File: config.mk
export PLATFORM = sky130hd
export DESIGN_NAME = ffea_ctrl
export DESIGN_NICKNAME = d
export VERILOG_FILES = /design/src/rtl/ffea_pkg.sv /design/src/rtl/ffea_ctrl.sv
export SDC_FILE = /design/constraint.sdc
export NUM_CORES = 1
export LEC_CHECK = 0
export BUFFER_PORTS_ARGS = -buffer_cell sky130_fd_sc_hd__buf_2
export CORE_AREA = 2 2 39 41
export DETAILED_ROUTE_END_ITERATION = 10
export DIE_AREA = 0 0 41 43
export GPL_ROUTABILITY_DRIVEN = 0
export PLACE_DENSITY_LB_ADDON = 0.12
export SETUP_SLACK_MARGIN = 0.02
export SLEW_MARGIN = 15
export SYNTH_ARGS = -nofsm -noshare
export SYNTH_HDL_FRONTEND = slang
export SYNTH_SLANG_ARGS = --single-unit
File: constraint.sdc
create_clock -name clk -period 1.1 [get_ports clk]
set_input_delay 0 -clock clk [delete_from_list [all_inputs] [get_ports clk]]
set_output_delay 0 -clock clk [all_outputs]
set_load 0.01 [all_outputs]
File: src/rtl/ffea_pkg.sv
package ffea_pkg;

    localparam int SLOTS       = 64;
    localparam int SLOT_W      = $clog2(SLOTS);
    localparam int BLOCK_BYTES = 4096;
    localparam int BB_SHIFT    = $clog2(BLOCK_BYTES);
    localparam int TOTAL_RESET = 131072;
    localparam int TOTAL_MAX   = 1048576;
    localparam int TOT_W       = 21;
    localparam int START_W     = 20;
    localparam int SLOTF_W     = 6;
    localparam int BYTES_W     = 32;
    localparam int STATUS_W    = 3;

    typedef enum logic [STATUS_W-1:0] {
        ST_OK,
        ST_NO_SPACE,
        ST_NO_SLOT,
        ST_NO_RUN,
        ST_SLOT_UNUSED
    } status_t;

    typedef enum logic [2:0] {
        S_IDLE,
        S_ALLOC_CHK,
        S_SCAN,
        S_SCAN_TAIL,
        S_PASS_END,
        S_FREE_RD,
        S_FREE_WB,
        S_DONE
    } state_t;

    typedef struct packed {
        logic    load_item;
        logic    scan_start;
        logic    scan_issue;
        logic    pass_restart;
        logic    rd_slot;
        logic    commit_alloc;
        logic    commit_free;
        logic    set_error;
        status_t err_code;
        logic    out_load;
    } cmd_t;

    typedef struct packed {
        logic no_space;
        logic last_idx;
        logic moved;
        logic fit_ok;
        logic pass0;
        logic have_free;
        logic free_ok;
    } stat_t;

endpackage

File: src/rtl/ffea_ctrl.sv
module ffea_ctrl (
    input  logic              clk,
    input  logic              rst_n,
    input  logic              in_valid,
    input  logic              in_operation,
    output logic              in_ready,
    input  logic              out_ready,
    output logic              out_valid,
    input  ffea_pkg::stat_t   stat,
    output ffea_pkg::cmd_t    cmd
);

    ffea_pkg::state_t state_reg;
    ffea_pkg::state_t state_next;
    logic             out_valid_reg;
    logic             out_valid_next;

    always_ff @(posedge clk or negedge rst_n)
    begin
        if (!rst_n)
        begin
            state_reg     <= ffea_pkg::S_IDLE;
            out_valid_reg <= 1'b0;
        end
        else
        begin
            state_reg     <= state_next;
            out_valid_reg <= out_valid_next;
        end
    end

    always_comb
    begin
        state_next   = state_reg;
        cmd          = '0;
        cmd.err_code = ffea_pkg::ST_OK;
        in_ready     = 1'b0;
        unique case (state_reg)
            ffea_pkg::S_IDLE:
            begin
                in_ready = 1'b1;
                if (in_valid)
                begin
                    cmd.load_item = 1'b1;
                    state_next = in_operation ? ffea_pkg::S_FREE_RD : ffea_pkg::S_ALLOC_CHK;
                end
            end
            ffea_pkg::S_ALLOC_CHK:
            begin
                if (stat.no_space)
                begin
                    cmd.set_error = 1'b1;
                    cmd.err_code  = ffea_pkg::ST_NO_SPACE;
                    state_next    = ffea_pkg::S_DONE;
                end
                else
                begin
                    cmd.scan_start = 1'b1;
                    state_next     = ffea_pkg::S_SCAN;
                end
            end
            ffea_pkg::S_SCAN:
            begin
                cmd.scan_issue = 1'b1;
                if (stat.last_idx)
                    state_next = ffea_pkg::S_SCAN_TAIL;
            end
            ffea_pkg::S_SCAN_TAIL:
            begin
                state_next = ffea_pkg::S_PASS_END;
            end
            ffea_pkg::S_PASS_END:
            begin
                if (stat.pass0 && !stat.have_free)
                begin
                    cmd.set_error = 1'b1;
                    cmd.err_code  = ffea_pkg::ST_NO_SLOT;
                    state_next    = ffea_pkg::S_DONE;
                end
                else if (!stat.fit_ok)
                begin
                    cmd.set_error = 1'b1;
                    cmd.err_code  = ffea_pkg::ST_NO_RUN;
                    state_next    = ffea_pkg::S_DONE;
                end
                else if (stat.moved)
                begin
                    cmd.pass_restart = 1'b1;
                    state_next       = ffea_pkg::S_SCAN;
                end
                else
                begin
                    cmd.commit_alloc = 1'b1;
                    state_next       = ffea_pkg::S_DONE;
                end
            end
            ffea_pkg::S_FREE_RD:
            begin
                cmd.rd_slot = 1'b1;
                state_next  = ffea_pkg::S_FREE_WB;
            end
            ffea_pkg::S_FREE_WB:
            begin
                if (stat.free_ok)
                    cmd.commit_free = 1'b1;
                else
                begin
                    cmd.set_error = 1'b1;
                    cmd.err_code  = ffea_pkg::ST_SLOT_UNUSED;
                end
                state_next = ffea_pkg::S_DONE;
            end
            ffea_pkg::S_DONE:
            begin
                if (!out_valid_reg || out_ready)
                begin
                    cmd.out_load = 1'b1;
                    state_next   = ffea_pkg::S_IDLE;
                end
            end
            default:
            begin
                state_next = ffea_pkg::S_IDLE;
            end
        endcase
    end

    always_comb
    begin
        if (cmd.out_load)
            out_valid_next = 1'b1;
        else if (out_ready)
            out_valid_next = 1'b0;
        else
            out_valid_next = out_valid_reg;
    end

    assign out_valid = out_valid_reg;

endmodule

### Yosys cells after proc, flatten, opt, wreduce, memory -nomap -nowiden

Cells that the tools add are included.

* equality and inequality tests: 10
* multiplexer cells: 35
* reduce and logical (&&, ||, !) cells: 7

Operator list (count)
* 3-bit 2-to-1 mux: 8
* 3-bit case mux with 8 select lines: 1
* 1-bit 2-to-1 mux: 21
* 4-bit 2-to-1 mux: 4
* 3-bit equality test (second input constant): 4
* 4-bit case mux with 3 select lines: 1
* 3-bit by 2-bit equality test with 1-bit output (second input constant): 2
* 2-bit inequality test (second input constant): 3
* 3-bit by 1-bit equality test with 1-bit output (second input constant): 1
* 3-bit zero test: 1
* 3-bit AND reduction: 1
* 1-bit zero test: 2
* 2-bit nonzero test: 1
* 1-bit logical AND: 1
* 1-bit logical OR: 1

* register bits after elaboration: 4
* input bits: 12
* output and inout port bits: 14
* logic and storage cells: 54

### Longest topological paths before layout

Gate-level depths: netlist of run 1.

* word-level depth: 5
* mapped depth: 4
* gate-level depth less buffers: 3

### Worst setup path after synthesis of run 1

Ideal clock, no wire load.

* path type: reg2out
* from: reg state_reg[1]
* to: out cmd[11] (netlist bit)
* arrival time: 1062 ps
* data required time: 1100 ps
* setup slack: 38 ps
* stages on the path, launching flop included: 3
* path buffers: 0
* cell sequence: dfrtp_1 -> nor3_1 -> and2_1

RTL lines
* from (decl): RTL line ffea_ctrl.sv:13 `ffea_pkg::state_t state_reg;`
* from (signal assigned): RTL line ffea_ctrl.sv:22 `state_reg <= ffea_pkg::S_IDLE;`
* from (signal assigned): RTL line ffea_ctrl.sv:27 `state_reg <= state_next;`
* to (decl): RTL line ffea_ctrl.sv:10 `output ffea_pkg::cmd_t cmd`

==> results of run 1 <==
[metrics by stage]
step / cells / hold slack, ns
CTS: 105 / 0.07629
detailed placement: 92 / -0.1896
floorplan: 50 / -0.2956
global route: 106 / 0.1034
global placement: 92 / -0.1910
finish: 106 / 0.08004
[worst max-delay path, stage by stage, from the launching register on]
cell	delay (ns)
dfrtp_2	0.47
buf_6	0.15
buf_4	0.13
nand3_1	0.12
nor2_1	0.05
buf_2	0.14
[worst max path at each step]
| stage | startpoint | cells after the start | slack [ns] | to |
|---|---|---|---|---|
| 2_1_floorplan | state_reg[1] | 2 | 0.04 | cmd[11] |
| 3_3_place_gp | state_reg[1] | 2 | -0.07 | state_reg[2] |
| 3_5_place_dp | state_reg[1] | 2 | -0.08 | state_reg[2] |
| 4_1_cts | state_reg[0] | 5 | -0.21 | cmd[0] |
| 5_1_grt | state_reg[1] | 4 | -0.26 | cmd[3] |
| 6_report | state_reg[0] | 5 | -0.20 | cmd[0] |
[cell usage after synthesis]
cell	number	share of area
and3_1	1	0.015
o32ai_1	1	0.020
o221a_1	1	0.026
nand3b_1	1	0.018
nor4b_2	3	0.11
and4b_1	1	0.023
a21oi_1	3	0.035
dfrtp_1	4	0.23
o21ai_1	1	0.012
a31oi_1	2	0.029
inv_1	2	0.018
buf_6	1	0.026
nand4bb_1	1	0.026
nand2_1	7	0.061
and2_1	1	0.015
o311ai_1	1	0.020
nor2b_1	2	0.029
buf_4	3	0.053
nor3_2	1	0.023
nand2b_1	3	0.044
o22ai_2	1	0.029
nor2_1	2	0.018
nor3_1	3	0.035
nor4_2	1	0.029
nand3_1	2	0.023
nor2b_4	1	0.032
[cells by family (layout without fill, tap and decap cells)]
family | count (synthesis) | after routing | share of synthesized area
simple gates | 30 | 30 | 0.4971
compound gates | 10 | 10 | 0.1725
buf+inv | 6 | 46 | 0.09649
flops | 4 | 4 | 0.2339
[area by class of cell]
type,count,area [um2],area share
Tap cell,16,20.02,0.02568
Inverter,2,15.01,0.01926
Sequential cell,4,103.9,0.1332
Clock buffer,3,22.52,0.02889
Multi-Input combinational cell,40,334.1,0.4286
Timing Repair Buffer,41,284.0,0.3644
[routing by layer]
metal / part of all wire / global-route usage / vias up
met3: 0.049 / 0.03141 / 0
met5: 0 / 0 / -
met2: 0.54 / 0.2781 / 17
met4: 0 / 0.06000 / 0
li1: - / - / 266
met1: 0.41 / 0.2097 / 257
[power groups by stage]
| stage | Sequential (mW) | Combinational (mW) | Clock (mW) |
|---|---|---|---|
| after floorplan | 0.316 | 0.668 | 0 |
| after global placement | 0.383 | 0.867 | 0 |
| after detailed placement | 0.376 | 0.869 | 0 |
| after CTS | 0.355 | 1.33 | 0.193 |
| after global routing | 0.396 | 1.54 | 0.212 |
| final | 0.377 | 1.43 | 0.194 |
[timing repair]
item	4_1_cts	5_1_grt
hold buffers	1	0
endpoints found under the hold margin	4	0
gates resized for setup	23	7
buffers inserted	9	1
setup endpoints to repair	15	16
pin swaps	9	3
==> impl_results.md, run 1 <==
- Final HPWL DP: 868.2 um
- VDD IR max: 1.426 mV
- Fillcell total: 128
- Antenna Nets Post-Route: 0
- Row count: 14
- NumNets Final: 104
- Synth unique cells: 26
- Number of global-route vias before repair: 482
- Netlist Area Pre-Place: 427.9 um2
- Synth Warn #: 0
- Worst slew margin: 0.8333
- Status: finished with violations
- Worst Slack Setup Final: -0.1961 ns
- Reg-to-Reg Start: state_reg[1]
- Sw Ratio: 0.4229
- Die ar.: 0.001763 mm2
- Antenna violations before repair: 0
- Remaining Overflow, GRT: 0
- Max FFs per register: 3
- Cells on worst reg2reg path: 5
- Initial Util: 0.3092
- CTS tree: built
- IO Pins: 26
- Total iterations of the first detailed-routing run: 4
- Min-delay src: out_ready
- Post-layout utilization of the core: 0.5633
- CP startpoint kind: register
- Max cap viols: 0
- Synth Area per Inst: 8.558 um2
- DRC Markers: 0
- Internal: 1.154 mW
- Critical Path RT: 1.10 ns
- Arr. time, crit path: 1.30 ns
- DRT Wirelength: 1350 um
- Port Buf Inserts: 25
- Endpoints failing hold: 0
- Logic gate share of total power: 0.715
- Worst-path clk slew: 0.04 ns
- Clk buf depth: 2
- Finish-stage setup viols: 15
- DR vias: 540
- Worst setup path category: reg -> out
- Post-DP Area: 576.8 um2
- Clock Skew: 0.006289 ns
- RSZ-0062 raised after global routing: true
- Crit end category: primary output
- Sw power: 0.8456 mW
- First-pass GRT wire length: 2035 um
- Post-Route Setup TNS: -1.914 ns
- Clock network power share: 0.097
- Largest net degree at the start of global routing: 9
- Die height: 43 um
- Initial DRC count: 6
- Leak: 0.3777 nW
- Worst-margin pin slew: 0.2490 ns
- Failing checks: setup timing
- R2r endpoint: state_reg[0]
- Post-Synthesis Cells: 50
- TritonCTS buffer count: 3
- Fmax: 771.5 MHz
- Layout cells sized above 1: 0.6889
- Reg-to-reg slack, setup: -0.13 ns
- H-tree Lvls: 1
- CP max FO: 6
- Fin. max-slew vios: 0
- Ant diodes: 0
- Die span in x: 41 um
- Area grow syn2layout: 82.16%
- Finished Cell Area: 779.5 um2
- Synth Register Bits: 4
- Most frequent cells in the layout: buf_2, buf_6, buf_4
- Hold Path Sink: out_valid
- Hold path cells: 3
- Clock root buffer: clkbuf_4
- Register area share after synthesis: 0.2339
- Period utilization: 1.178
- Place WS: -0.07530 ns
- Commonest non-fill, non-tap cell in the layout: buf_2
- Sequential Power Share: 0.188
- Total track usage: 0.1698
- HP Class: in -> reg
- Core ar.: 0.001384 mm2
- Clk_lat worst skew: 0.24 ns
- Final Total Pwr: 1.999 mW
- Sink Count: 4
- Period minus WS final: 1.296 ns
- Power per cell area: 2565 mW/mm2
- Mapped Nets: 62
- Vias per inst: 5.094
- DR WL/cell: 12.74 um
Note: power is estimated with default switching activity, not from simulation.
==> run 2: changes to the inputs <==
Settings changed: RECOVER_POWER set to 25.
==> run 2 against run 1 <==
Combinational power about the same. Sequential power about the same. Worst setup slack about the same. Highest routed layer unchanged. Hold slack about the same. Critical path depth unchanged. Maximum frequency about the same. The flow still finishes with violations (setup timing). Critical endpoint unchanged. Clock power about the same. Clock-buffer cell count unchanged. Wire length about the same.
==> impl_results.md, run 2 (synthesis results as in run 1) <==
- DR vias: 540 (unchanged)
- Largest net degree at the start of global routing: 9 (unchanged)
- CP max FO: 6 (unchanged)
- Power per cell area: 2568 mW/mm2 (+0.14%)
- Failing checks: setup timing
- Remaining Overflow, GRT: 0 (unchanged)
- VDD IR max: 1.425 mV (about the same)
- Endpoints failing hold: 0 (unchanged)
- Worst Slack Setup Final: -0.1962 ns (-0.00008600 ns)
- Die span in x: 41 um (unchanged)
- Max FFs per register: 3 (unchanged)
- Ant diodes: 0 (unchanged)
- Sink Count: 4 (unchanged)
- Clk buf depth: 2 (unchanged)
- Period minus WS final: 1.296 ns (+0.00008600 ns)
- HP Class: in -> reg
- Arr. time, crit path: 1.30 ns (about the same)
- Crit-path slowest cell: dfrtp_2
- Antenna Nets Post-Route: 0 (unchanged)
- Finished Cell Area: 778.2 um2 (-0.16%)
- Clk_lat worst skew: 0.24 ns (about the same)
- Die height: 43 um (unchanged)
- Die ar.: 0.001763 mm2 (unchanged)
- Final Total Pwr: 1.999 mW (about the same)
- Worst-path clk slew: 0.04 ns (about the same)
- CTS tree: built
- Most frequent cells in the layout: buf_2, buf_6, buf_4
- First-pass GRT wire length: 2035 um (unchanged)
- Fmax: 771.5 MHz (about the same)
- Crit end category: primary output
- TritonCTS buffer count: 3 (unchanged)
- Layout cells sized above 1: 0.6778 (-0.01111)
- Worst slew margin: 0.8333 (unchanged)
- Status: finished with violations
- Number of global-route vias before repair: 482 (unchanged)
- Vias per inst: 5.094 (unchanged)
- Initial DRC count: 9 (+3)
- Crit path buf inv count: 3 (unchanged)
- Max cap viols: 0 (unchanged)
- Fin. max-slew vios: 0 (unchanged)
- Area grow syn2layout: 81.87%
- Row count: 14 (unchanged)
- Critical Path RT: 1.10 ns (about the same)
- DRC Markers: 0 (unchanged)
- Post-Route Setup TNS: -1.914 ns (-0.00007000 ns)
- CP delay by family, top: flip-flops
- Core ar.: 0.001384 mm2 (unchanged)
- Initial Util: 0.3092 (unchanged)
- NumNets Final: 104 (unchanged)
- Port Buf Inserts: 25 (unchanged)
- Antenna violations before repair: 0 (unchanged)
- Finish-stage setup viols: 15 (unchanged)
- Total track usage: 0.1698 (unchanged)
- Clock root buffer: clkbuf_4
- Worst path cell trace: buf_6 -> buf_4 -> nand3_1 -> nor2_1 -> buf_2
- Total iterations of the first detailed-routing run: 4 (unchanged)
- H-tree Lvls: 1 (unchanged)
- Period utilization: 1.178 (about the same)
- CP startpoint kind: register
- DR WL/cell: 12.73 um (about the same)
- Worst-margin pin slew: 0.2490 ns (unchanged)
- Commonest non-fill, non-tap cell in the layout: buf_2
- Post-DP Area: 576.8 um2 (unchanged)
- Leak: 0.3750 nW (-0.73%)
- Slowest stage delay, CP: 0.47 ns (about the same)
- Final HPWL DP: 868.2 um (unchanged)
- Clock Skew: 0.006283 ns (-0.000006160 ns)
- IO Pins: 26 (unchanged)
- DRT Wirelength: 1349 um (about the same)
- Worst setup path category: reg -> out
- RSZ-0062 raised after global routing: true
[run 2: cell types whose count changed in the layout (fill, tap and decap cells not counted), sizes merged]
cell / before / now
buf: 40 / 39
clkbuf: 3 / 4
[run 2: path summary, 6_finish.rpt]
path / start / to / slack (ns) / cells past startpoint
min in group asynchronous: rst_n / state_reg[0] / 0.12 / 2
worst min register to register: out_valid / out_valid / 0.54 / 2
worst min-delay path: out_ready / out_valid / 0.08 / 3
worst max register to register: state_reg[1] / state_reg[0] / -0.13 / 5
worst max-delay path: state_reg[0] / cmd[0] / -0.20 / 5
max in group asynchronous: rst_n / state_reg[2] / 0.75 / 2
[run 2: power by group]
| part | total (mW) | switching [mW] | internal (mW) |
|---|---|---|---|
| Sequential | 0.377 | 0.144 | 0.233 |
| Combinational | 1.43 | 0.630 | 0.798 |
| Clock | 0.194 | 0.0713 | 0.123 |
| Total | 2.00 | 0.846 | 1.15 |
[run 2: layout make-up]
cell class / count / area [um2]
Fill cell: 127 / 605.6
Timing Repair Buffer: 41 / 282.8
Sequential cell: 4 / 103.9
Clock buffer: 3 / 22.52
Multi-Input combinational cell: 40 / 334.1
Tap cell: 16 / 20.02
Inverter: 2 / 15.01
[run 2: routing by layer]
metal	vias up	track usage	wire length, um	part of all wire
li1	266	-	-	-
met1	257	0.2097	553	0.41
met2	17	0.2781	729	0.54
met3	0	0.03141	66	0.049
met4	0	0.06000	0	0
met5	-	0	0	0
[run 2: through the flow]
stage | worst slack [ns] | std cells | hold WS (ns) | util
finish | -0.1962 | 106 | 0.08004 | 0.5624
global route | -0.2646 | 106 | 0.1141 | 0.5624
CTS | -0.2076 | 105 | 0.07629 | 0.5335
detailed placement | -0.07530 | 92 | -0.1896 | 0.4168
global placement | -0.07146 | 92 | -0.1910 | 0.4168
floorplan | 0.03794 | 50 | -0.2956 | -
[run 2: timing repair]
| item | in CTS | in global routing |
|---|---|---|
| endpoints found under the hold margin | 4 | 0 |
| gates resized for setup | 23 | 7 |
| buffers inserted | 9 | 1 |
| hold buffers | 1 | 0 |
| pin swaps | 9 | 3 |
| endpoints found under the setup margin | 15 | 16 |
[run 2: worst register-to-register path, cell delays in order, from the launching register on]
cell     delay [ns]
dfrtp_2        0.45
buf_6          0.16
buf_6          0.12
a21oi_2        0.10
o221a_1        0.21
o22ai_2        0.06
==> run 3: changes to the inputs <==
Settings changed: SKIP_CTS_REPAIR_TIMING set to 1.
==> run 3 against run 2 <==
The flow still finishes with violations (setup timing). Critical path depth unchanged. Via count is 1.7% higher. First-iteration DRC count up 11%. Sequential power shrank 1%. Critical path type unchanged. Maximum frequency is 1.4% lower.
==> impl_results.md, run 3 (synthesis results as in run 1) <==
- Period utilization: 1.195 (+0.01635)
- Layout cells sized above 1: 0.6957 (+0.01787)
- Commonest non-fill, non-tap cell in the layout: buf_2
- Die height: 43 um (unchanged)
- Antenna Nets Post-Route: 0 (unchanged)
- VDD IR max: 1.313 mV (-7.9%)
- IO Pins: 26 (unchanged)
- H-tree Lvls: 1 (unchanged)
- Hold WS: 0.08306 ns (+0.003022 ns)
- CP max FO: 5 (-1)
- Largest net degree at the start of global routing: 13 (+4)
- Row count: 14 (unchanged)
- First-pass GRT wire length: 1738 um (-15%)
- Clock root buffer: clkbuf_4
- DR WL/cell: 13.54 um (+6.4%)
- Max cap viols: 0 (unchanged)
- Final HPWL DP: 868.2 um (unchanged)
- Sink Count: 4 (unchanged)
- Die ar.: 0.001763 mm2 (unchanged)
- Area of the multi-input gates: 374.1 um2 (+12%)
- Worst-margin pin slew: 0.2543 ns (+0.005365 ns)
- Worst-path clk slew: 0.04 ns (about the same)
- Initial DRC count: 10 (+1)
- Initial Util: 0.3092 (unchanged)
- Leak: 0.4042 nW (+7.8%)
- Crit end category: primary output
- HP Class: in -> reg
- Clk_lat worst skew: 0.24 ns (about the same)
- Post-layout utilization of the core: 0.6058 (+0.04340)
- NumNets Final: 106 (+1.9%)
- Clock Skew: 0.008931 ns (+0.002648 ns)
- DRT Wirelength: 1462 um (+8.4%)
- Clk buf depth: 2 (unchanged)
- Number of global-route vias before repair: 444 (-7.9%)
- Period minus WS final: 1.314 ns (+0.01798 ns)
- Max FFs per register: 3 (unchanged)
- Port Buf Inserts: 25 (unchanged)
- Finish-stage setup viols: 15 (unchanged)
- Worst Slack Setup Final: -0.2142 ns (-0.01798 ns)
- Total iterations of the first detailed-routing run: 4 (unchanged)
- Vias per inst: 5.083 (-0.22%)
- CP startpoint kind: register
- CTS tree: built
- DRC Markers: 0 (unchanged)
- Power per cell area: 2631 mW/mm2 (+2.4%)
- DR vias: 549 (+1.7%)
- Fin. max-slew vios: 0 (unchanged)
- Fmax: 760.9 MHz (-1.4%)
- Remaining Overflow, GRT: 0 (unchanged)
- Antenna violations before repair: 0 (unchanged)
- Status: finished with violations
- Place WS: -0.07530 ns (unchanged)
- Fillcell total: 127 (unchanged)
- Worst slew margin: 0.8297 (-0.003592)
- Sequential Area: 103.9 um2 (unchanged)
- Core ar.: 0.001384 mm2 (unchanged)
- Worst setup path category: reg -> out
- RSZ-0062 raised after global routing: true
- TritonCTS buffer count: 3 (unchanged)
- Ant diodes: 0 (unchanged)
- Total track usage: 0.1436 (-0.02627)
- Endpoints failing hold: 0 (unchanged)
- Arr. time, crit path: 1.31 ns (about the same)
- Failing checks: setup timing
- Critical Path RT: 1.10 ns (about the same)
- Most frequent cells in the layout: buf_2, buf_6, buf_4
- Area grow syn2layout: 95.91%
- Die span in x: 41 um (unchanged)
[run 3: per-layer routing]
layer  routed length, um  GRT usage  up-vias
li1                    -          -      270
met5                   0          0        -
met1                 608     0.1736      260
met4                  14    0.04000        0
met3                  74    0.03141        2
met2                 765     0.2406       17
[run 3: layout make-up]
class,count,share of cell area
multi-input combinational,40,0.4463
timing repair buffer,43,0.3701
sequential,4,0.1239
tap,16,0.02388
clock buffer,3,0.02687
inverter,2,0.008955
[run 3: path summary, 6_finish.rpt]
check | from | end | slack (ns) | cells after the start
worst min register to register | out_valid | out_valid | 0.54 | 2
worst min-delay path | out_ready | out_valid | 0.08 | 3
worst max-delay path | state_reg[1] | cmd[6] | -0.21 | 5
worst max register to register | state_reg[1] | state_reg[0] | -0.13 | 5
max in group asynchronous | rst_n | state_reg[2] | 0.79 | 2
min in group asynchronous | rst_n | state_reg[1] | 0.11 | 2
[run 3: where the power goes]
part | internal, mW | switching, mW | total, mW
clock | 0.122 | 0.0653 | 0.188
sequential | 0.233 | 0.140 | 0.372
combinational | 0.924 | 0.722 | 1.65
total | 1.28 | 0.927 | 2.21
[run 3: through the flow]
| step | TNS (ns) | std cells | cell area [um2] | power [mW] |
|---|---|---|---|---|
| finish | -2.080 | 108 | 838.3 | 2.206 |
| global route | -2.842 | 108 | 838.3 | 2.347 |
| CTS | -3.016 | 95 | 599.3 | 1.446 |
| detailed placement | -0.1427 | 92 | 576.8 | 1.245 |
| global placement | -0.1242 | 92 | 576.8 | 1.250 |
| floorplan | 0 | 50 | 427.9 | 0.9839 |
[run 3: worst max-delay path, stage by stage (launching register included)]
cell and delay (ns):
dfrtp_2 0.42, buf_12 0.14, nor2_2 0.09, nand2_2 0.09, nor4_2 0.15, buf_2 0.18
